===== src/rtl/core/tepe_pkg.sv =====
// ----------------------------------------------------------------------------
// tepe_pkg
// Shared types and constants of the typed edge path expander: payload
// structs, command and status codes, controller to datapath signal groups.
// ----------------------------------------------------------------------------
package tepe_pkg;

  localparam int VERTICES   = 32;
  localparam int EDGE_TYPES = 4;

  localparam int VW     = $clog2(VERTICES);
  localparam int TW     = $clog2(EDGE_TYPES);
  localparam int DEPTH  = EDGE_TYPES * VERTICES;
  localparam int AW     = $clog2(DEPTH);
  localparam int DATA_W = 32;
  localparam int APB_AW = 3;

  typedef logic [VERTICES-1:0]   vmask_t;
  typedef logic [EDGE_TYPES-1:0] tmask_t;
  typedef logic [AW-1:0]         addr_t;

  // input item commands
  localparam logic [1:0] CMD_ADD   = 2'd0;
  localparam logic [1:0] CMD_BEGIN = 2'd1;
  localparam logic [1:0] CMD_HOP   = 2'd2;

  // result status codes
  localparam logic [1:0] ST_OK         = 2'd0;
  localparam logic [1:0] ST_BAD_VERTEX = 2'd1;
  localparam logic [1:0] ST_BAD_TYPE   = 2'd2;

  // configuration register indexes
  localparam logic REG_VMASK = 1'b0;
  localparam logic REG_TMASK = 1'b1;

  typedef struct packed {
    logic [1:0] cmd;
    logic [4:0] from_vertex;
    logic [4:0] to_vertex;
    logic [1:0] conn_type;
    logic       last;
  } in_item_t;

  typedef struct packed {
    logic [1:0]  status;
    logic [31:0] reachable_mask;
    logic        done_res;
  } out_item_t;

  typedef struct packed {
    logic load_item;
    logic add_rd;
    logic add_wr;
    logic hop_init;
    logic scan_step;
    logic hop_commit;
    logic finish;
  } dp_cmd_t;

  typedef struct packed {
    logic is_add;
    logic is_hop;
    logic add_ok;
    logic hop_go;
    logic scan_last;
  } dp_sts_t;

endpackage


===== src/rtl/core/tepe_regs.sv =====
// ----------------------------------------------------------------------------
// tepe_regs
// Configuration register file: vertex and edge type presence masks behind
// an APB-style port.
// ----------------------------------------------------------------------------
module tepe_regs import tepe_pkg::*; (
  input  logic              clk_i,
  input  logic              rst_ni,
  input  logic              psel,
  input  logic              penable,
  input  logic              pwrite,
  input  logic [APB_AW-1:0] paddr,
  input  logic [DATA_W-1:0] pwdata,
  output logic [DATA_W-1:0] prdata,
  output logic              pready,
  output vmask_t            vmask_o,
  output tmask_t            tmask_o
);

  vmask_t vmask_q, vmask_d;
  tmask_t tmask_q, tmask_d;
  logic   wr_en;

  assign pready = 1'b1;
  assign wr_en  = psel & penable & pwrite & pready;

  always_comb begin
    vmask_d = vmask_q;
    tmask_d = tmask_q;
    if (wr_en) begin
      case (paddr[2])
        REG_VMASK: vmask_d = pwdata[VERTICES-1:0];
        REG_TMASK: tmask_d = pwdata[EDGE_TYPES-1:0];
        default:   vmask_d = vmask_q;
      endcase
    end
  end

  always_ff @(posedge clk_i or negedge rst_ni) begin
    if (!rst_ni) begin
      vmask_q <= '0;
      tmask_q <= '0;
    end else begin
      vmask_q <= vmask_d;
      tmask_q <= tmask_d;
    end
  end

  always_comb begin
    case (paddr[2])
      REG_VMASK: prdata = DATA_W'(vmask_q);
      REG_TMASK: prdata = DATA_W'(tmask_q);
      default:   prdata = '0;
    endcase
  end

  assign vmask_o = vmask_q;
  assign tmask_o = tmask_q;

endmodule


===== config.mk =====
export PLATFORM = sky130hd
export DESIGN_NAME = tepe_regs
export DESIGN_NICKNAME = d
export VERILOG_FILES = /design/src/rtl/core/tepe_pkg.sv /design/src/rtl/core/tepe_regs.sv
export SDC_FILE = /design/constraint.sdc
export NUM_CORES = 1
export LEC_CHECK = 0
export BUFFER_PORTS_ARGS = -buffer_cell sky130_fd_sc_hd__buf_2
export CAP_MARGIN = 20
export CORE_MARGIN = 5
export CORE_UTILIZATION = 38
export DETAILED_ROUTE_END_ITERATION = 8
export GPL_TIMING_DRIVEN = 0
export PLACE_DENSITY = 0.76
export SLEW_MARGIN = 5
export SYNTH_ARGS = -nofsm -noshare
export SYNTH_HDL_FRONTEND = slang
export SYNTH_SLANG_ARGS = --single-unit

===== constraint.sdc =====
create_clock -name clk_i -period 0.83 [get_ports clk_i]
set_input_delay 0.166 -clock clk_i [delete_from_list [all_inputs] [get_ports clk_i]]
set_output_delay 0.166 -clock clk_i [all_outputs]
set_load 0.05 [all_outputs]

; Yosys cells after proc, flatten, opt, wreduce, memory -nomap -nowiden
; Index checks and enable logic that the tools add are counted.
[word_totals]
regBits = 36
output_inout_bits = 69
word_cells = 8
[classes]
mux = 1
n_bitwise = 3
n_reduce_logical = 2
[op_table]
columns = cell, n
row1 = one-hot mux 32 bit (2 select lines), 1
row2 = AND reduction 2 bit, 2
row3 = AND 1 bit, 2
row4 = NOT 1 bit, 1

; Longest topological paths before layout
[depth]
ltp_word = 3
ltp_mapped = 3
mapped_depth_nobuf = 2

; Worst setup path before layout
; No wires, ideal clock.
[synth_timing]
path_kind = reg-to-output
startpoint = reg vmask_q[10], in the netlist vmask_o[10]
endpoint = out prdata[10]
arrival_time_ns = 1.404
required_time_ns = 0.664
slack_ns = -0.740
stages_incl_launch_ff = 2
path_buffers = 0
path_cell_list = dfrtp_1 > nor2b_1
[synth_between]
elab_chain_len = 1
[synth_lines]
columns = element, line_no
row1 = "start, declared", tepe_regs.sv:20  ; vmask_t vmask_q, vmask_d;
row2 = "start signal, assigned", tepe_regs.sv:44  ; vmask_q <= vmask_d;
row3 = one-hot mux 32 bit (2 select lines), tepe_regs.sv:50  ; case (paddr[2])
row4 = "end, declared", tepe_regs.sv:14  ; output logic [DATA_W-1:0] prdata,
; Every way passes these cells.

; Final worst setup path
[layout_timing]
startpoint = reg vmask_q[1], in the netlist vmask_o[1]
endpoint = out prdata[1]
; Same word-level chain as after synthesis.

==> results.txt <==
----------------------------------------------------
[Worst hold path]
  Hold Path Class ... in -> async

[Pwr]
  Cell area power density ... roughly 2700 nW/um^2
  Maximum ir drop on the vdd rail ... 1800 uV
  Static leakage power ... 1.89 nW
  Total Power ... slightly below 10 mW

[Yosys]
  Most frequent cells after synthesis ... dfrtp_1 (36), mux2_4 (30), nor2b_1 (28), mux2_2 (10), buf_6 (3)
  Number of unique standard cell types used by synthesis ... 11
  Yosys warns ... 0
  Yosys top cell by area ... dfrtp_1
  Total standard cell area after synthesis ... 1730 um^2
  Synthesized instance count ... 114
  Most used DFF post-synth ... dfrtp_1
  Leading post-synthesis cells by cell area ... dfrtp_1 (52%), mux2_4 (26%), nor2b_1 (10%), mux2_2 (6.5%), buf_6 (2.0%)
  Post-synthesis adder-cell area fraction ... 0
  Count leader, synth ... dfrtp_1
  Largest family of logic cells by synthesized area ... multiplexers
  #FFs+latches synth ... 36
  Mean instance size in the synthesized netlist ... 15.1 um^2
  Number of flops mapped to enable cells by yosys ... 0
  Share of synthesized area occupied by flip-flops and latches ... 0.522
  Syn Nets ... around 150
  Post-synthesis mux area share ... 0.326
  Compound-gate portion of the synthesized area ... 0
  Post-synthesis xor/xnor area fraction ... 0
  Fraction of registers with async set or reset after synthesis ... 1.00
  Proportion of netlist area held by the largest area contributor ... 0.522
  Share of synthesized cell area in and, or, nand and nor gates ... 0.119

[Global route]
  Maximum number of pins on one net before global-route repair ... 37
  Global-route wire length before repair ... 9020 um
  Aggregate global-route resource usage ... 0.195
  Via count of the first global-routing pass ... 1695
  Initial antenna violation count ... 0
  Total overflow reported by the global router ... 0

[Floorplan]
  Ports placed on the boundary ... 109
  Die X ... 77.4 um
  Die Span Y ... 77.4 um
  Core footprint ... 4380 um^2
  Cell Rows ... 24
  Starting density of the core ... 0.394
  Die Outline Area ... 5990 um^2

[STA]
  Clock Skews ... 0 ps
  Hold Violations, Final ... 36
  Setup repair after global routing missed its margin ... true
  Final worst-path setup slack ... -474 ps
  # setup viols final ... 101
  Top achievable clock speed ... 0.767 GHz
  Total negative setup slack ... -23920 ps
  Pins over their slew limit ... 0
  Final critical-path required period ... 1300 ps
  Crit share post-route ... 1.57
  Worst Max-Slew Pin Slew ... ~800 ps
  Max transition margin ... 0.465
  Minimum hold slack ... -27.9 ps

[Drt]
  Initial DRC count ... 28
  Via count normalized by instance count ... about 4.8
  DR pass1 iterations ... 3
  Antenna-violating nets left ... 0
  Wire length reported by the detailed router ... 6230 um
  Routed wire per std cell ... between 15 and 20 um
  Total via count in the routed design ... 1502
  Drc violations ... 0

[Critical path]
  Startpoint class of the critical path ... register
  Critical path cell sequence ... mux2_4, buf_6
  Slowest cell on the critical path ... dfrtp_2
  Critical Path Sink Type ... output pin
  Critical path arrival ... between 1000 and 1500 ps
  CP Class ... reg -> out
  Critical path peak fanout ... 2
  Max stage delay on crit path ... about 420 ps
  Data required, critical path ... 660 ps

[Final layout]
  Fraction of final layout cells sized beyond drive strength 1 ... 0.992
  Final non-filler cell area ... 3680 um^2
  Total number of nets in the final design ... ~300
  Diodes inserted ... 0
  Fill cells ... 200
  Area delta synth->final ... 113%

[Clocking]
  Htree depth ... 2
  Max clock buf depth ... 2
  Clock Sink Count ... 36
  Worst-skew pair later-pin latency ... roughly 280 ps
  Number of buffers created by CTS ... 5
  Clock-pin slew on the worst setup and hold paths ... 70 ps
  CTS tree ... done
  Library cell used as clock root buffer ... clkbuf_8

[Job]
  Max capacitance violation total ... 0

[Status]
  Run status ... finished, violations left
  Violations in the final reports ... hold timing, setup timing

[Placement]
  Buffers on Ports ... 105
  Final estimated routing congestion in global placement ... 0.692
  Placed Instance Area ... between 2000 and 3000 um^2
  Pre-CTS worst setup slack ... -549 ps
  Post-detailed-placement half-perimeter wirelength ... approximately 3500 um

----------------------------------------------------
[per-stage QoR]
step                       util  instances
after floorplan               -        114
after global placement    0.596        271
after detailed placement  0.596        271
after CTS                 0.785        296
after global routing      0.839        313
final                     0.839        313
[state kept, by name, summed over array words and instances (netlist names)]
signal	count
tmask_o	4
vmask_o	32
[critical path: cells and delay by family (launching register included)]
family	cells	cell delay (ps)
flops	1	420
mux	1	280
buf+inv	1	160
[metal layers]
| metal | wire, um | global-route usage | share of wire | vias up |
|---|---|---|---|---|
| met5 | 0 | 0 | 0 | - |
| met2 | 3410 | 0.359 | 0.55 | 73 |
| met3 | 408 | 0.0683 | 0.065 | 9 |
| li1 | - | - | - | 681 |
| met4 | 102 | 0.0533 | 0.016 | 0 |
| met1 | 2310 | 0.210 | 0.37 | 739 |
[worst paths after layout]
kind | startpoint | to | slack [ps] | cells past startpoint
worst max-delay path | vmask_o[1] | prdata[1] | -470 | 2
worst min-delay path | rst_ni | vmask_o[19] | -30 | 1
worst max register to register | vmask_o[1] | vmask_o[1] | -200 | 3
worst min register to register | vmask_o[2] | vmask_o[2] | 540 | 1
max in group asynchronous | rst_ni | vmask_o[8] | 300 | 1
min in group clk_i | pwdata[30] | vmask_o[30] | 110 | 2
[area by class of cell]
class,count,area (um^2),share of cell area
Buffer,7,93.8,0.0255
Tap cell,52,65.1,0.0177
Timing Repair Buffer,142,1490,0.404
Sequential cell,36,946,0.257
Multi-Input combinational cell,71,1020,0.277
Clock buffer,5,68.8,0.0187
[repair_timing]
action / CTS / global route
cloned: 3 / 0
setup buffers: 17 / 23
hold endpoints to repair: 9 / 0
gates resized for setup: 164 / 40
setup endpoints to repair: 102 / 102
[power breakdown]
group          switching (mW)  internal [mW]  total (mW)
sequential              0.401           2.22        2.62
clock                   0.581          0.541        1.12
combinational            3.19           2.94        6.13
total                    4.17           5.70        9.87
[logic make-up (layout without fill, tap and decap cells)]
kind of cell           after synthesis  count (layout)
buffers and inverters                7             154
flip-flops                          36              36
other                                1               1
AND/OR/NAND/NOR                     30              30
multiplexers                        40              40
[placed cells by master, fill, tap and decap left out]
master    Yosys  final
buf_6         3     73
mux2_4       30     40
buf_2         1     36
dfrtp_2       0     36
nor2b_4       0     28
buf_8         0     21
buf_12        0      8
buf_4         1      8
clkbuf_8      0      5
clkbuf_4      0      2
nand4b_4      1      1
nand4_1       1      1
conb_1        1      1
buf_16        0      1
No activity file was read; power rests on OpenSTA's default activity.
