$ cat src/rtl/core/tepe_pkg.sv
// ----------------------------------------------------------------------------
// tepe_pkg
// Shared types and constants of the typed edge path expander: payload
// structs, command and status codes, controller to datapath signal groups.
// ----------------------------------------------------------------------------
package tepe_pkg;

  localparam int VERTICES   = 32;
  localparam int EDGE_TYPES = 4;

  localparam int VW     = $clog2(VERTICES);
  localparam int TW     = $clog2(EDGE_TYPES);
  localparam int DEPTH  = EDGE_TYPES * VERTICES;
  localparam int AW     = $clog2(DEPTH);
  localparam int DATA_W = 32;
  localparam int APB_AW = 3;

  typedef logic [VERTICES-1:0]   vmask_t;
  typedef logic [EDGE_TYPES-1:0] tmask_t;
  typedef logic [AW-1:0]         addr_t;

  // input item commands
  localparam logic [1:0] CMD_ADD   = 2'd0;
  localparam logic [1:0] CMD_BEGIN = 2'd1;
  localparam logic [1:0] CMD_HOP   = 2'd2;

  // result status codes
  localparam logic [1:0] ST_OK         = 2'd0;
  localparam logic [1:0] ST_BAD_VERTEX = 2'd1;
  localparam logic [1:0] ST_BAD_TYPE   = 2'd2;

  // configuration register indexes
  localparam logic REG_VMASK = 1'b0;
  localparam logic REG_TMASK = 1'b1;

  typedef struct packed {
    logic [1:0] cmd;
    logic [4:0] from_vertex;
    logic [4:0] to_vertex;
    logic [1:0] conn_type;
    logic       last;
  } in_item_t;

  typedef struct packed {
    logic [1:0]  status;
    logic [31:0] reachable_mask;
    logic        done_res;
  } out_item_t;

  typedef struct packed {
    logic load_item;
    logic add_rd;
    logic add_wr;
    logic hop_init;
    logic scan_step;
    logic hop_commit;
    logic finish;
  } dp_cmd_t;

  typedef struct packed {
    logic is_add;
    logic is_hop;
    logic add_ok;
    logic hop_go;
    logic scan_last;
  } dp_sts_t;

endpackage

$ cat src/rtl/core/tepe_ctrl.sv
// ----------------------------------------------------------------------------
// tepe_ctrl
// Controller: sequences item decode, the read-modify-write of an edge add
// and the per-vertex adjacency scan of a hop.
// ----------------------------------------------------------------------------
module tepe_ctrl import tepe_pkg::*; (
  input  logic    clk_i,
  input  logic    rst_ni,
  input  logic    start_i,
  output logic    busy_o,
  input  dp_sts_t sts_i,
  output dp_cmd_t cmd_o
);

  typedef enum logic [6:0] {
    S_IDLE    = 7'b0000001,
    S_DECODE  = 7'b0000010,
    S_ADD_RD  = 7'b0000100,
    S_ADD_WR  = 7'b0001000,
    S_HOP     = 7'b0010000,
    S_HOP_END = 7'b0100000,
    S_FIN     = 7'b1000000
  } state_e;

  state_e state_q, state_d;

  always_comb begin
    state_d = state_q;
    cmd_o   = '0;
    case (state_q)
      S_IDLE: begin
        if (start_i) begin
          cmd_o.load_item = 1'b1;
          state_d         = S_DECODE;
        end
      end
      S_DECODE: begin
        if (sts_i.is_add && sts_i.add_ok) begin
          state_d = S_ADD_RD;
        end else if (sts_i.is_hop && sts_i.hop_go) begin
          cmd_o.hop_init = 1'b1;
          state_d        = S_HOP;
        end else begin
          state_d = S_FIN;
        end
      end
      S_ADD_RD: begin
        cmd_o.add_rd = 1'b1;
        state_d      = S_ADD_WR;
      end
      S_ADD_WR: begin
        cmd_o.add_wr = 1'b1;
        state_d      = S_FIN;
      end
      S_HOP: begin
        cmd_o.scan_step = 1'b1;
        if (sts_i.scan_last) begin
          state_d = S_HOP_END;
        end
      end
      S_HOP_END: begin
        // last neighbor word lands in this cycle
        cmd_o.hop_commit = 1'b1;
        state_d          = S_FIN;
      end
      S_FIN: begin
        cmd_o.finish = 1'b1;
        state_d      = S_IDLE;
      end
      default: state_d = S_IDLE;
    endcase
  end

  always_ff @(posedge clk_i or negedge rst_ni) begin
    if (!rst_ni) begin
      state_q <= S_IDLE;
    end else begin
      state_q <= state_d;
    end
  end

  assign busy_o = (state_q != S_IDLE);

`ifndef ASSERT_OFF
  a_accept_decodes: assert property (@(posedge clk_i) disable iff (!rst_ni)
    (start_i && state_q == S_IDLE) |=> state_q == S_DECODE)
    else $error("accepted transfer not decoded");

  a_scan_runs_full: assert property (@(posedge clk_i) disable iff (!rst_ni)
    (state_q == S_HOP && !sts_i.scan_last) |=> state_q == S_HOP)
    else $error("hop scan left early");

  a_fin_to_idle: assert property (@(posedge clk_i) disable iff (!rst_ni)
    state_q == S_FIN |=> (state_q == S_IDLE && !busy_o))
    else $error("finish did not return to idle");
`endif

endmodule

$ cat config.mk
export PLATFORM = sky130hd
export DESIGN_NAME = tepe_ctrl
export DESIGN_NICKNAME = d
export VERILOG_FILES = /design/src/rtl/core/tepe_pkg.sv /design/src/rtl/core/tepe_ctrl.sv
export SDC_FILE = /design/constraint.sdc
export NUM_CORES = 1
export LEC_CHECK = 0
export BUFFER_PORTS_ARGS = -buffer_cell sky130_fd_sc_hd__buf_4
export CORE_AREA = 2 2 39 41
export CTS_CLUSTER_DIAMETER = 150
export DETAILED_ROUTE_END_ITERATION = 8
export DIE_AREA = 0 0 41 43
export GPL_ROUTABILITY_DRIVEN = 0
export PLACE_DENSITY = 0.69
export RECOVER_POWER = 25
export SETUP_SLACK_MARGIN = 0.05
export SYNTH_ARGS = -nofsm -noshare
export SYNTH_HDL_FRONTEND = slang
export SYNTH_SLANG_ARGS = --single-unit
$ cat constraint.sdc
create_clock -name clk_i -period 4.4 [get_ports clk_i]
set_input_delay 0.88 -clock clk_i [delete_from_list [all_inputs] [get_ports clk_i]]
set_output_delay 0.88 -clock clk_i [all_outputs]
set_load 0.005 [all_outputs]
# After elaboration in Yosys (flattened, before gate mapping)
# Index checks and enable logic that the tools add are counted.
[classes]
n_eq_ne = 10
mux = 15
n_reduce_logical = 4
[ops]
columns = ["cell", "n"]
rows = [
  ["$pmux W7 S5", 1],
  ["$mux W7", 4],
  ["$mux W1", 10],
  ["$eq A7 B1 Y1 const B", 1],
  ["$eq A7 B2 Y1 const B", 1],
  ["$eq A7 B3 Y1 const B", 1],
  ["$eq A7 B4 Y1 const B", 1],
  ["$eq A7 B5 Y1 const B", 1],
  ["$eq A7 B6 Y1 const B", 1],
  ["$eq A7 B7 Y1 const B", 1],
  ["$ne A7 B1 Y1 const B", 1],
  ["$ne A2 B2 Y1 const B", 2],
  ["$logic_and A1 B1 Y1", 2],
  ["$reduce_and A2 Y1", 1],
  ["$reduce_or A2 Y1", 1],
]
[totals]
ff_bits = 7
inputBits = 8
output_inout_bits = 8
elab_cells = 30

# Depth between registers and ports, before layout
# Gate-level depths: netlist of the first run.
[logic_depth]
ltp_word = 4
ltp_mapped = 5
ltp_nobuf = 3

# Worst setup path after synthesis of the first run
# No wires, ideal clock.
[synth_path]
path_kind = "register to output"
start = "reg state_q[3]"
end = "out cmd_o[5] in the netlist's numbering"
t_arrival_ns = 1.395
t_required_ns = 3.520
setup_slack_ns = 2.125
path_stages_with_launch = 4
path_buffers = 1
cell_sequence = "dfrtp_1 buf_6 or4b_2 nor4_1"
[synth_lines]
columns = ["element", "line", "text"]
rows = [
  ["start, declared", "tepe_ctrl.sv:25", "state_e state_q, state_d;"],
  ["start signal, assigned", "tepe_ctrl.sv:78", "state_q <= state_d;"],
  ["end, declared", "tepe_ctrl.sv:12", "output dp_cmd_t cmd_o"],
]

==> key figures, run 1 <==
Status
  • Outcome: finished clean

GRT
  • Initial antenna violation count: 0
  • Tot GR Track Use: roughly 15%
  • GR Util met1: 19.74%
  • Pin count of the biggest net entering global routing: 10
  • First-pass GRT wire length: around 1700 um
  • Grt met3 use: between 3 and 4%
  • Total congestion overflow: 0
  • Grt peak-use layer: met2
  • Met2 Use GR: 21.56%
  • Vias in the first global route: roughly 390

Setup path
  • Cell-by-cell trace of the critical path: or4b_2 > nor4_1 > buf_4
  • WS Path Type: reg2out
  • Buffers and inverters on the worst path: 1
  • Crit path required time: ~3.5 ns
  • Critical Path AT: 1.81 ns
  • Critical Path Max Stage Delay: approximately 0.73 ns
  • CP max FO: 9
  • Slowest cell on crit path: or4b_2
  • Worst setup EP type: primary output
  • Setup crit start kind: flop
  • Top delay family on crit path: simple AND/OR/NAND/NOR gates

Timing
  • Fmax: around 0.37 GHz
  • Slew Limit Fails: 0
  • Worst slew margin: about three quarters
  • Clock skew: between 0.005 and 0.006 ns
  • Final setup vio count: 0
  • Min cycle time layout: around 2.7 ns
  • Period utilization: roughly three fifths
  • Worst-Margin Slew: around 0.39 ns
  • Setup_tns: 0 ns
  • Unrepaired setup endpoints after global routing: false
  • Final hold violation count: 0

Synth
  • Post-Syn Nets: between 50 and 60
  • Synth top area cells: dfrtp_1 33%, dfstp_2 5.8%, nor4b_4 5.2%, or4b_2 4.4%, nor2_1 4.1%
  • Top cells by count, synth: 6 x dfrtp_1, 5 x nor2_1, 3 x nand2_1, 3 x nor3_1, 3 x nor4_1
  • Number of synthesized flops with an enable pin: 0
  • Most frequent cell after synthesis: dfrtp_1
  • Post-synthesis async set-or-reset flop share: 100.0%
  • Top_reg_cell synth: dfrtp_1
  • Cell count after synthesis: 47
  • Yosys top cell by area: dfrtp_1
  • Synth top area share: between 30% and 40%
  • Seq/Total Area, Yosys: 38.95%
  • Synthesized flop and latch total: 7
  • Area of the mapped netlist: 452.9 um2
  • Yosys Warn Count: 0
  • Synthesized area per cell: slightly below 10 um2
  • Yosys cell types: 26

Clock network
  • H-tree Lvls: 1
  • Post-CTS sizing: 0
  • CTS tree: built
  • Num CTS Buffers: 3
  • Clk Tree Root Cell: clkbuf_4
  • Worst skew pair latency: between 0.2 and 0.3 ns
  • Clock buffer depth: 2
  • Buffer count from post-CTS setup fixing: 0
  • Clock slew at reported path FFs: 0.06 ns
  • TritonCTS Sinks: 7
  • Hold buffer count at CTS: 0

Layout
  • Leading registers by flop count: state_q: 7 flops
  • Max reg flops: 7
  • Antenna Cells: 0
  • # fillers: 152
  • Register area: between 150 and 200 um2
  • Synthesis-to-finish area growth: 27.62%
  • Fin nets: between 70 and 80
  • Largest register by flop count: state_q
  • Fraction of layout cells with a size suffix above 1: a little over a third
  • Multi-input gate area: about 240 um2

Hold path
  • Hold WC Path Type: in2async

Pwr
  • Combinational share of power: about a third
  • Static Leak: around 0.25 nW
  • Peak supply drop: ~0.00016 V
  • Cell Pwr Density: 412.3 nW/um2
  • Part of the power in registers: a little over two fifths
  • Overall Power: approximately 0.24 mW
  • Internal power: 0.1544 mW
  • NetSw: approximately 0.084 mW
  • Clock power share: approximately 25%
  • Net Sw Frac: between 30% and 40%

Floorplanning
  • Die Width: about 41 um
  • Die height: around 43 um
  • Row count: 14
  • Die area: 1763 um2
  • I/O Pins: 16
  • Initial core utilization: 32.73%
  • Core area: 1384 um2

Route
  • ANT nets after route: 0
  • Detailed Routing Iterations Pass 1: 4
  • Drt wl/cell: ~14 um
  • Final WL: approximately 1100 um
  • DR vias: between 400 and 500
  • DR DRC count: 0
  • Via density: between 5 and 6
  • Iter 0 DRT Violations: 10

Job
  • Max-cap violations: 0

Place
  • Port Buffer Count: 15
  • Hpwl dp: 734.7 um
routing by layer:
layer / up-vias / routed length, um
li1: 204 / -
met4: 0 / 14
met3: 2 / 50
met2: 14 / 531
met1: 207 / 459
met5: - / 0
worst reg2reg max path: cells and delay by family (launching register included):
family / cells / cell delay [ns]
and+or+nand+nor: 3 / 1.06
DFF: 1 / 0.48
through the flow:
step	cells	hold slack [ns]	cell area [um2]	worst slack, ns	util (%)
after floorplan	47	0.5243	452.9	2.125	-
after global placement	74	0.5987	555.5	2.011	40.14
after detailed placement	74	0.5947	555.5	1.997	40.14
after CTS	78	0.4266	581.8	1.707	42.04
after global routing	78	0.5434	578.1	1.642	41.77
final	78	0.5177	578.1	1.713	41.77
logic make-up (layout without fill, tap and decap cells):
| kind of cell | Yosys count | count (layout) | share of synthesized area (%) |
|---|---|---|---|
| buffers and inverters | 6 | 21 | 8.286 |
| flip-flops | 7 | 7 | 38.95 |
| AND/OR/NAND/NOR | 28 | 28 | 41.71 |
| AO/OA/AOI/OAI | 4 | 4 | 7.184 |
| XOR/XNOR | 2 | 2 | 3.868 |
final cells by class:
type                    count  share of cell area, %
repair buffers             15                  18.83
clock buffers               4                  4.545
multi-input cells          34                  41.34
inverters                   2                  1.299
well taps                  16                  3.463
flip-flops and latches      7                  30.52
worst paths after layout:
kind | start | end | slack (ns) | cells after the start
worst max register to register | state_q[5] | state_q[5] | 2.81 | 3
worst max-delay path | state_q[3] | cmd_o[5] | 1.71 | 3
worst min register to register | state_q[0] | state_q[1] | 0.60 | 2
worst min-delay path | rst_ni | state_q[1] | 0.52 | 1
min in group clk_i | state_q[0] | state_q[1] | 0.60 | 2
max in group asynchronous | rst_ni | state_q[0] | 3.56 | 1
cell usage in the layout (no fill, tap or decap):
cell and instances:
nor2b_1 1, buf_4 14, a221oi_1 1, nor2_1 5, or4b_2 2, o311ai_0 1, o2bb2ai_1 1, inv_1 2
nor4b_1 1, or4_1 1, and2_1 1, nor4_1 3, nand3_1 1, nor3_1 3, clkbuf_1 2, o22ai_1 1
nor4b_4 1, clkbuf_4 3, xnor2_1 2, dfstp_2 1, or4_4 1, nand2_1 3, dfrtp_1 6, nand4_1 1
nand3b_1 2, nor3b_1 2
power by group through the flow:
stage / clock network, mW / logic (mW) / registers, mW
global route: 0.0664 / 0.0876 / 0.105
detailed placement: 0 / 0.0772 / 0.102
finish: 0.0597 / 0.0768 / 0.102
floorplan: 0 / 0.0535 / 0.0921
global placement: 0 / 0.0762 / 0.101
CTS: 0.0620 / 0.0779 / 0.101
Note: power is estimated with default switching activity, not from simulation.
==> run 2: changes to the inputs <==
--- a/config.mk
+++ b/config.mk
@@ -5,13 +5,14 @@
 export SDC_FILE = /design/constraint.sdc
 export NUM_CORES = 1
 export LEC_CHECK = 0
+export ABC_AREA = 1
 export BUFFER_PORTS_ARGS = -buffer_cell sky130_fd_sc_hd__buf_4
 export CORE_AREA = 2 2 39 41
 export CTS_CLUSTER_DIAMETER = 150
 export DETAILED_ROUTE_END_ITERATION = 8
 export DIE_AREA = 0 0 41 43
 export GPL_ROUTABILITY_DRIVEN = 0
-export PLACE_DENSITY = 0.69
+export PLACE_DENSITY = 0.68
 export RECOVER_POWER = 25
 export SETUP_SLACK_MARGIN = 0.05
 export SYNTH_ARGS = -nofsm -noshare
==> constraint.sdc (replaced) <==
create_clock -name clk_i -period 2.8 [get_ports clk_i]
set_input_delay 0.56 -clock clk_i [delete_from_list [all_inputs] [get_ports clk_i]]
set_output_delay 0.56 -clock clk_i [all_outputs]
set_load 0.005 [all_outputs]
==> key figures, run 2 <==
Status
  • Outcome: finished clean (unchanged)

Layout
  • Commonest non-fill, non-tap cells in the layout: 14 x buf_4, 11 x nor2_1, 9 x nand2_1 (was 14 x buf_4, 6 x dfrtp_1, 5 x nor2_1)
  • Max reg flops: 7 (unchanged)
  • Fin util: 42.04% (was 41.77%)
  • Fraction of layout cells with a size suffix above 1: 41.33% (was 35.48%)
  • Fin nets: 84 (was 71)
  • Leading registers by flop count: state_q: 7 flops (unchanged)
  • Final Non-Filler Cells: 91 (was 78)
  • Post-route cell area: 581.8 um2 (was 578.1 um2)
  • Commonest non-fill, non-tap cell in the layout: buf_4 (unchanged)
  • Synthesis-to-finish area growth: 34.01% (was 27.62%)
  • Antenna Cells: 0 (unchanged)
  • Largest register by flop count: state_q (unchanged)

Floorplanning
  • Core area: 1384 um2 (unchanged)
  • Row count: 14 (unchanged)
  • Die area: 1763 um2 (unchanged)
  • Initial core utilization: 31.37% (was 32.73%)
  • I/O Pins: 16 (unchanged)
  • Die Width: 41 um (unchanged)
  • Die height: 43 um (unchanged)

Synth
  • Post-synthesis async set-or-reset flop share: 100.0% (unchanged)
  • Post-Syn Nets: 65 (was 55)
  • Cell count after synthesis: 57 (was 47)
  • Synthesized area per cell: 7.617 um2 (was 9.637 um2)
  • Xor-xnor portion of the synthesized cell area: 0% (was 3.867%)
  • Simple-Gate Fraction of Synth Area: 49.86% (was 41.71%)
  • Yosys top cell by area: dfrtp_1 (unchanged)
  • Number of synthesized flops with an enable pin: 0 (unchanged)
  • Seq/Total Area, Yosys: 40.63% (was 38.95%)
  • Area of the mapped netlist: 434.2 um2 (was 452.9 um2)
  • Synth top area cells: dfrtp_1 35%, nor2_4 10%, nor2_1 9.5%, nand2_1 7.8%, nor2_2 7.2% (was dfrtp_1 33%, dfstp_2 5.8%, nor4b_4 5.2%, or4b_2 4.4%, nor2_1 4.1%)
  • Post-Synth Adder-Cell Area: 0% (unchanged)
  • Complex-gate fraction of the synthesized area: 0% (was 7.182%)
  • Top_reg_cell synth: dfrtp_1 (unchanged)
  • Largest family of logic cells by synthesized area: simple AND/OR/NAND/NOR gates (unchanged)
  • Yosys Warn Count: 0 (unchanged)
  • Synthesized flop and latch total: 7 (unchanged)
  • Mux cell area share after synthesis: 0% (unchanged)
  • Top cells by count, synth: 11 x nor2_1, 9 x nand2_1, 7 x inv_1 (was 6 x dfrtp_1, 5 x nor2_1, 3 x nand2_1, 3 x nor3_1, 3 x nor4_1)
  • Most frequent cell after synthesis: nor2_1 (was dfrtp_1)
  • Synth top area share: 34.58% (was 33.15%)
  • Yosys cell types: 15 (was 26)

Setup path
  • Critical Path Max Stage Delay: 0.54 ns (was 0.73 ns)
  • Setup crit start kind: flop (unchanged)
  • WS Path Type: reg2out (unchanged)
  • CP max FO: 3 (was 9)
  • Buffers and inverters on the worst path: 3 (was 1)
  • Worst path most repeated cell: nor2_1
  • Slowest cell on crit path: dfstp_2 (was or4b_2)
  • Top delay family on crit path: flip-flops (was simple AND/OR/NAND/NOR gates)
  • Crit path required time: 2.24 ns (was 3.52 ns)
  • Cell-by-cell trace of the critical path: inv_1 > nor2_1 > nand2_1 > nor2_4 > inv_2 > nor2_1 > buf_4 (was or4b_2 > nor4_1 > buf_4)
  • Worst setup EP type: primary output (unchanged)
  • Critical Path AT: 1.35 ns (was 1.81 ns)

Pwr
  • Static Leak: 0.3031 nW (was 0.2534 nW)
  • Peak supply drop: 0.0003174 V (was 0.0001565 V)
  • NetSw: 0.1546 mW (was 0.08388 mW)
  • Combinational share of power: 43.5% (was 32.2%)
  • Net Sw Frac: 38.02% (was 35.20%)
  • Overall Power: 0.4066 mW (was 0.2383 mW)
  • Clock power share: 22.0% (was 25.0%)
  • Internal power: 0.2520 mW (was 0.1544 mW)
  • Cell Pwr Density: 698.9 nW/um2 (was 412.3 nW/um2)
  • Part of the power in registers: 34.5% (was 42.7%)

Clock network
  • H-tree Lvls: 1 (unchanged)
  • Worst skew pair latency: 0.25 ns (about the same)
  • Clock buffer depth: 2 (unchanged)
  • Num CTS Buffers: 3 (unchanged)
  • Clock slew at reported path FFs: 0.05 ns (was 0.06 ns)
  • Hold buffer count at CTS: 0 (unchanged)
  • TritonCTS Sinks: 7 (unchanged)
  • Buffer count from post-CTS setup fixing: 0 (unchanged)
  • Post-CTS sizing: 0 (unchanged)
  • CTS tree: built (unchanged)
  • Clk Tree Root Cell: clkbuf_4 (unchanged)

Route
  • ANT nets after route: 0 (unchanged)
  • Drt wl/cell: 8.967 um (was 13.53 um)
  • Detailed Routing Iterations Pass 1: 2 (was 4)
  • DR vias: 385 (was 427)
  • Final WL: 816 um (was 1055 um)
  • DR DRC count: 0 (unchanged)
  • Via density: 4.231 (was 5.474)
  • Iter 0 DRT Violations: 1 (was 10)

GRT
  • First-pass GRT wire length: 1442 um (was 1745 um)
  • Tot GR Track Use: 12.44% (was 15.17%)
  • Initial antenna violation count: 0 (unchanged)
  • Vias in the first global route: 384 (was 391)
  • Pin count of the biggest net entering global routing: 8 (was 10)
  • Total congestion overflow: 0 (unchanged)

Timing
  • Worst slew margin: 76.02% (was 73.87%)
  • Setup_tns: 0 ns (unchanged)
  • Fmax: about 0.52 GHz
  • Clock skew: 0.0004456 ns (was 0.005676 ns)
  • Period utilization: between 60 and 70%
  • Slew Limit Fails: 0 (unchanged)
  • Final setup vio count: 0 (unchanged)
  • Final hold violation count: 0 (unchanged)
  • Worst-Margin Slew: 0.3598 ns (was 0.3920 ns)
  • Min cycle time layout: approximately 1.9 ns
  • Unrepaired setup endpoints after global routing: false (unchanged)
  • Hold slack: 0.1907 ns (was 0.5177 ns)
  • Setup ws final: 0.8918 ns (was 1.713 ns)

Place
  • Placed Area: 559.3 um2 (was 555.5 um2)
  • Placed cell count: 87 (was 74)
  • Post-place setup slack: 1.141 ns (was 1.997 ns)
  • Hpwl dp: 722.1 um (was 734.7 um)
  • Port Buffer Count: 15 (unchanged)

Hold path
  • Hold WC Path Type: in2async (unchanged)

Job
  • Max-cap violations: 0 (unchanged)
run 2: cell count changes in the layout (fill, tap and decap cells not counted), moves of 4 or more:
cell     before  now
nand2_1       3    9
nor2_2        0    5
nand3_1       1    6
inv_1         2    7
nor2_1        5   11
nor2_4        0    4
run 2: cell families after synthesis:
kind of cell           after synthesis
AND/OR/NAND/NOR                     40
buffers and inverters               10
flip-flops                           7
run 2: final timing paths:
kind / startpoint / depth (start not counted) / end / slack [ns]
setup reg to reg: state_q[0] / 7 / state_q[5] / 1.63
hold reg to reg: state_q[2] / 2 / state_q[3] / 0.58
hold / removal: rst_ni / 1 / state_q[5] / 0.19
max in group asynchronous: rst_ni / 1 / state_q[0] / 2.31
min in group clk_i: sts_i[0] / 3 / state_q[5] / 0.54
setup / recovery: state_q[0] / 7 / cmd_o[6] / 0.89
run 2: power by group through the flow:
stage / combinational [mW] / clock [mW] / sequential, mW
2_1_floorplan: 0.127 / 0 / 0.139
3_3_place_gp: 0.179 / 0 / 0.141
3_5_place_dp: 0.181 / 0 / 0.142
6_report: 0.177 / 0.0893 / 0.140
4_1_cts: 0.181 / 0.0939 / 0.141
5_1_grt: 0.200 / 0.103 / 0.143
run 2: area by class of cell:
type | count | area [um2]
Clock buffer | 4 | 26.28
Fill cell | 149 | 802.0
Inverter | 9 | 33.78
Multi-Input combinational cell | 40 | 216.5
Sequential cell | 7 | 176.4
Tap cell | 16 | 20.02
Timing Repair Buffer | 15 | 108.9
run 2: routing by layer:
layer  global-route usage, %  part of all wire, %  vias to the layer above
met5                       0                    0                        -
met4                   10.00                  1.2                        0
met3                   1.571                  6.0                        2
met2                   18.75                   50                       12
met1                   14.86                   42                      164
li1                        -                    -                      207
==> run 3: changes to the inputs <==
==> constraint.sdc (replaced) <==
create_clock -name clk_i -period 1.85 [get_ports clk_i]
set_input_delay 0.37 -clock clk_i [delete_from_list [all_inputs] [get_ports clk_i]]
set_output_delay 0.37 -clock clk_i [all_outputs]
set_load 0.005 [all_outputs]
==> key figures, run 3 (same netlist as run 2, synthesis figures left out) <==
Layout
  • Commonest non-fill, non-tap cell in the layout: buf_4 (unchanged)
  • Synthesis-to-finish area growth: 38.62% (was 34.01%)
  • Fin util: 43.49% (was 42.04%)
  • Fin nets: 86 (was 84)
  • Max reg flops: 7 (unchanged)
  • Fraction of layout cells with a size suffix above 1: 42.86% (was 41.33%)
  • Largest register by flop count: state_q (unchanged)
  • Post-route cell area: 601.8 um2 (was 581.8 um2)
  • Leading registers by flop count: state_q: 7 flops (unchanged)
  • Commonest non-fill, non-tap cells in the layout: 15 x buf_4, 10 x nor2_1, 9 x nand2_1 (was 14 x buf_4, 11 x nor2_1, 9 x nand2_1)
  • Antenna Cells: 0 (unchanged)

Route
  • Detailed Routing Iterations Pass 1: 4 (was 2)
  • Drt wl/cell: 8.860 um (was 8.967 um)
  • ANT nets after route: 0 (unchanged)
  • Final WL: 824 um (was 816 um)
  • DR DRC count: 0 (unchanged)
  • DR vias: 415 (was 385)
  • Via density: 4.462 (was 4.231)
  • Iter 0 DRT Violations: 3 (was 1)

Pwr
  • Internal power: 0.4059 mW (was 0.2520 mW)
  • Clock power share: 21.0% (was 22.0%)
  • Peak supply drop: 0.0006283 V (was 0.0003174 V)
  • Net Sw Frac: 37.61% (was 38.02%)
  • Cell Pwr Density: 1081 nW/um2 (was 698.9 nW/um2)
  • Combinational share of power: 46.3% (was 43.5%)
  • Part of the power in registers: 32.7% (was 34.5%)
  • NetSw: 0.2447 mW (was 0.1546 mW)
  • Static Leak: 0.3114 nW (was 0.3031 nW)

Setup path
  • Flop2flop setup slack: 0.59 ns (was 1.63 ns)
  • Critical Path AT: 1.35 ns (about the same)
  • Crit path required time: 1.48 ns (was 2.24 ns)
  • Setup crit start kind: flop (unchanged)
  • CP max FO: 3 (unchanged)
  • WS Path Type: reg2out (unchanged)
  • Worst setup EP type: primary output (unchanged)

Place
  • Hpwl dp: 714.6 um (was 722.1 um)
  • Placed Area: 559.3 um2 (unchanged)
  • Port Buffer Count: 15 (unchanged)
  • Post-place setup slack: 0.3897 ns (was 1.141 ns)

Floorplanning
  • Row count: 14 (unchanged)
  • Core area: 1384 um2 (unchanged)
  • I/O Pins: 16 (unchanged)
  • Initial core utilization: 31.37% (unchanged)
  • Die area: 1763 um2 (unchanged)
  • Die height: 43 um (unchanged)
  • Die Width: 41 um (unchanged)

Status
  • Outcome: finished clean (unchanged)

Clock network
  • Clock buffer depth: 2 (unchanged)
  • CTS tree: built (unchanged)
  • H-tree Lvls: 1 (unchanged)
  • Clk Tree Root Cell: clkbuf_4 (unchanged)
  • Clock slew at reported path FFs: 0.05 ns (about the same)
  • Num CTS Buffers: 3 (unchanged)
  • Worst skew pair latency: 0.25 ns (about the same)
  • TritonCTS Sinks: 7 (unchanged)

Timing
  • Final hold violation count: 0 (unchanged)
  • Period utilization: slightly above 90%
  • Slew Limit Fails: 0 (unchanged)
  • Worst slew margin: 76.08% (was 76.02%)
  • Clock skew: 0.001484 ns (was 0.0004456 ns)
  • Unrepaired setup endpoints after global routing: true (was false)
  • Final setup vio count: 0 (unchanged)
  • Setup_tns: 0 ns (unchanged)
  • Setup ws final: 0.1332 ns (was 0.8918 ns)
  • Min cycle time layout: 1.717 ns
  • Worst-Margin Slew: 0.3588 ns (was 0.3598 ns)
  • Hold slack: 0.3425 ns (was 0.1907 ns)
  • Fmax: between 0.5 and 0.6 GHz

GRT
  • Pin count of the biggest net entering global routing: 8 (unchanged)
  • Vias in the first global route: 378 (was 384)
  • Tot GR Track Use: 12.41% (was 12.44%)
  • First-pass GRT wire length: 1393 um (was 1442 um)
  • Initial antenna violation count: 0 (unchanged)
  • Total congestion overflow: 0 (unchanged)

Hold path
  • Hold WC Path Type: in2reg (was in2async)

Job
  • Max-cap violations: 0 (unchanged)
==> run 3: cell types whose count changed in the layout (fill, tap and decap cells not counted) <==
cell           before  now
nor2_1             11   10
buf_4              14   15
dlygate4sd3_1       0    1
nor2_2              5    6
==> run 3: power by group through the flow <==
stage,Combinational (mW),Sequential [mW],Clock [mW]
detailed placement,0.275,0.216,0
finish,0.301,0.213,0.137
floorplan,0.192,0.211,0
global placement,0.270,0.212,0
global route,0.335,0.220,0.145
CTS,0.278,0.213,0.141
==> run 3: per-layer routing <==
layer / GRT usage (%) / vias up / part of all wire, %
met3: 1.571 / 5 / 7.3
met5: 0 / - / 0
met1: 13.76 / 178 / 37
met4: 12.00 / 0 / 4.1
met2: 18.75 / 17 / 51
li1: - / 215 / -
==> run 3: what timing repair did <==
action | CTS | global route
endpoints found under the hold margin | 6 | 0
hold buffers | 1 | 0
setup buffers | 0 | 1
endpoints found under the setup margin | 0 | 2
gates resized for setup | 0 | 1
==> run 3: area by class of cell <==
class                           instances  area, um2
Fill cell                             149      782.0
Inverter                                9      33.78
Multi-Input combinational cell         40      219.0
Tap cell                               16      20.02
Timing Repair Buffer                   17      126.4
Sequential cell                         7      176.4
Clock buffer                            4      26.28
==> run 3: path summary, 6_finish.rpt <==
kind | from | end | cells past startpoint
hold / removal | sts_i[0] | state_q[5] | 3
setup / recovery | state_q[0] | cmd_o[6] | 7
setup reg to reg | state_q[0] | state_q[5] | 8
min in group asynchronous | rst_ni | state_q[2] | 2
max in group asynchronous | rst_ni | state_q[0] | 2
hold reg to reg | state_q[2] | state_q[3] | 2
==> run 3: worst max-delay path, stage by stage (launching register included) <==
cell	delay, ns
dfstp_2	0.55
inv_1	0.04
nor2_1	0.07
nand2_1	0.09
nor2_4	0.12
inv_2	0.05
nor2_2	0.07
buf_4	0.11
==> run 3: through the flow <==
stage	std cells	power, mW
global placement	87	0.4826
floorplan	57	0.4027
CTS	92	0.6323
global route	93	0.6992
detailed placement	87	0.4906
finish	93	0.6507
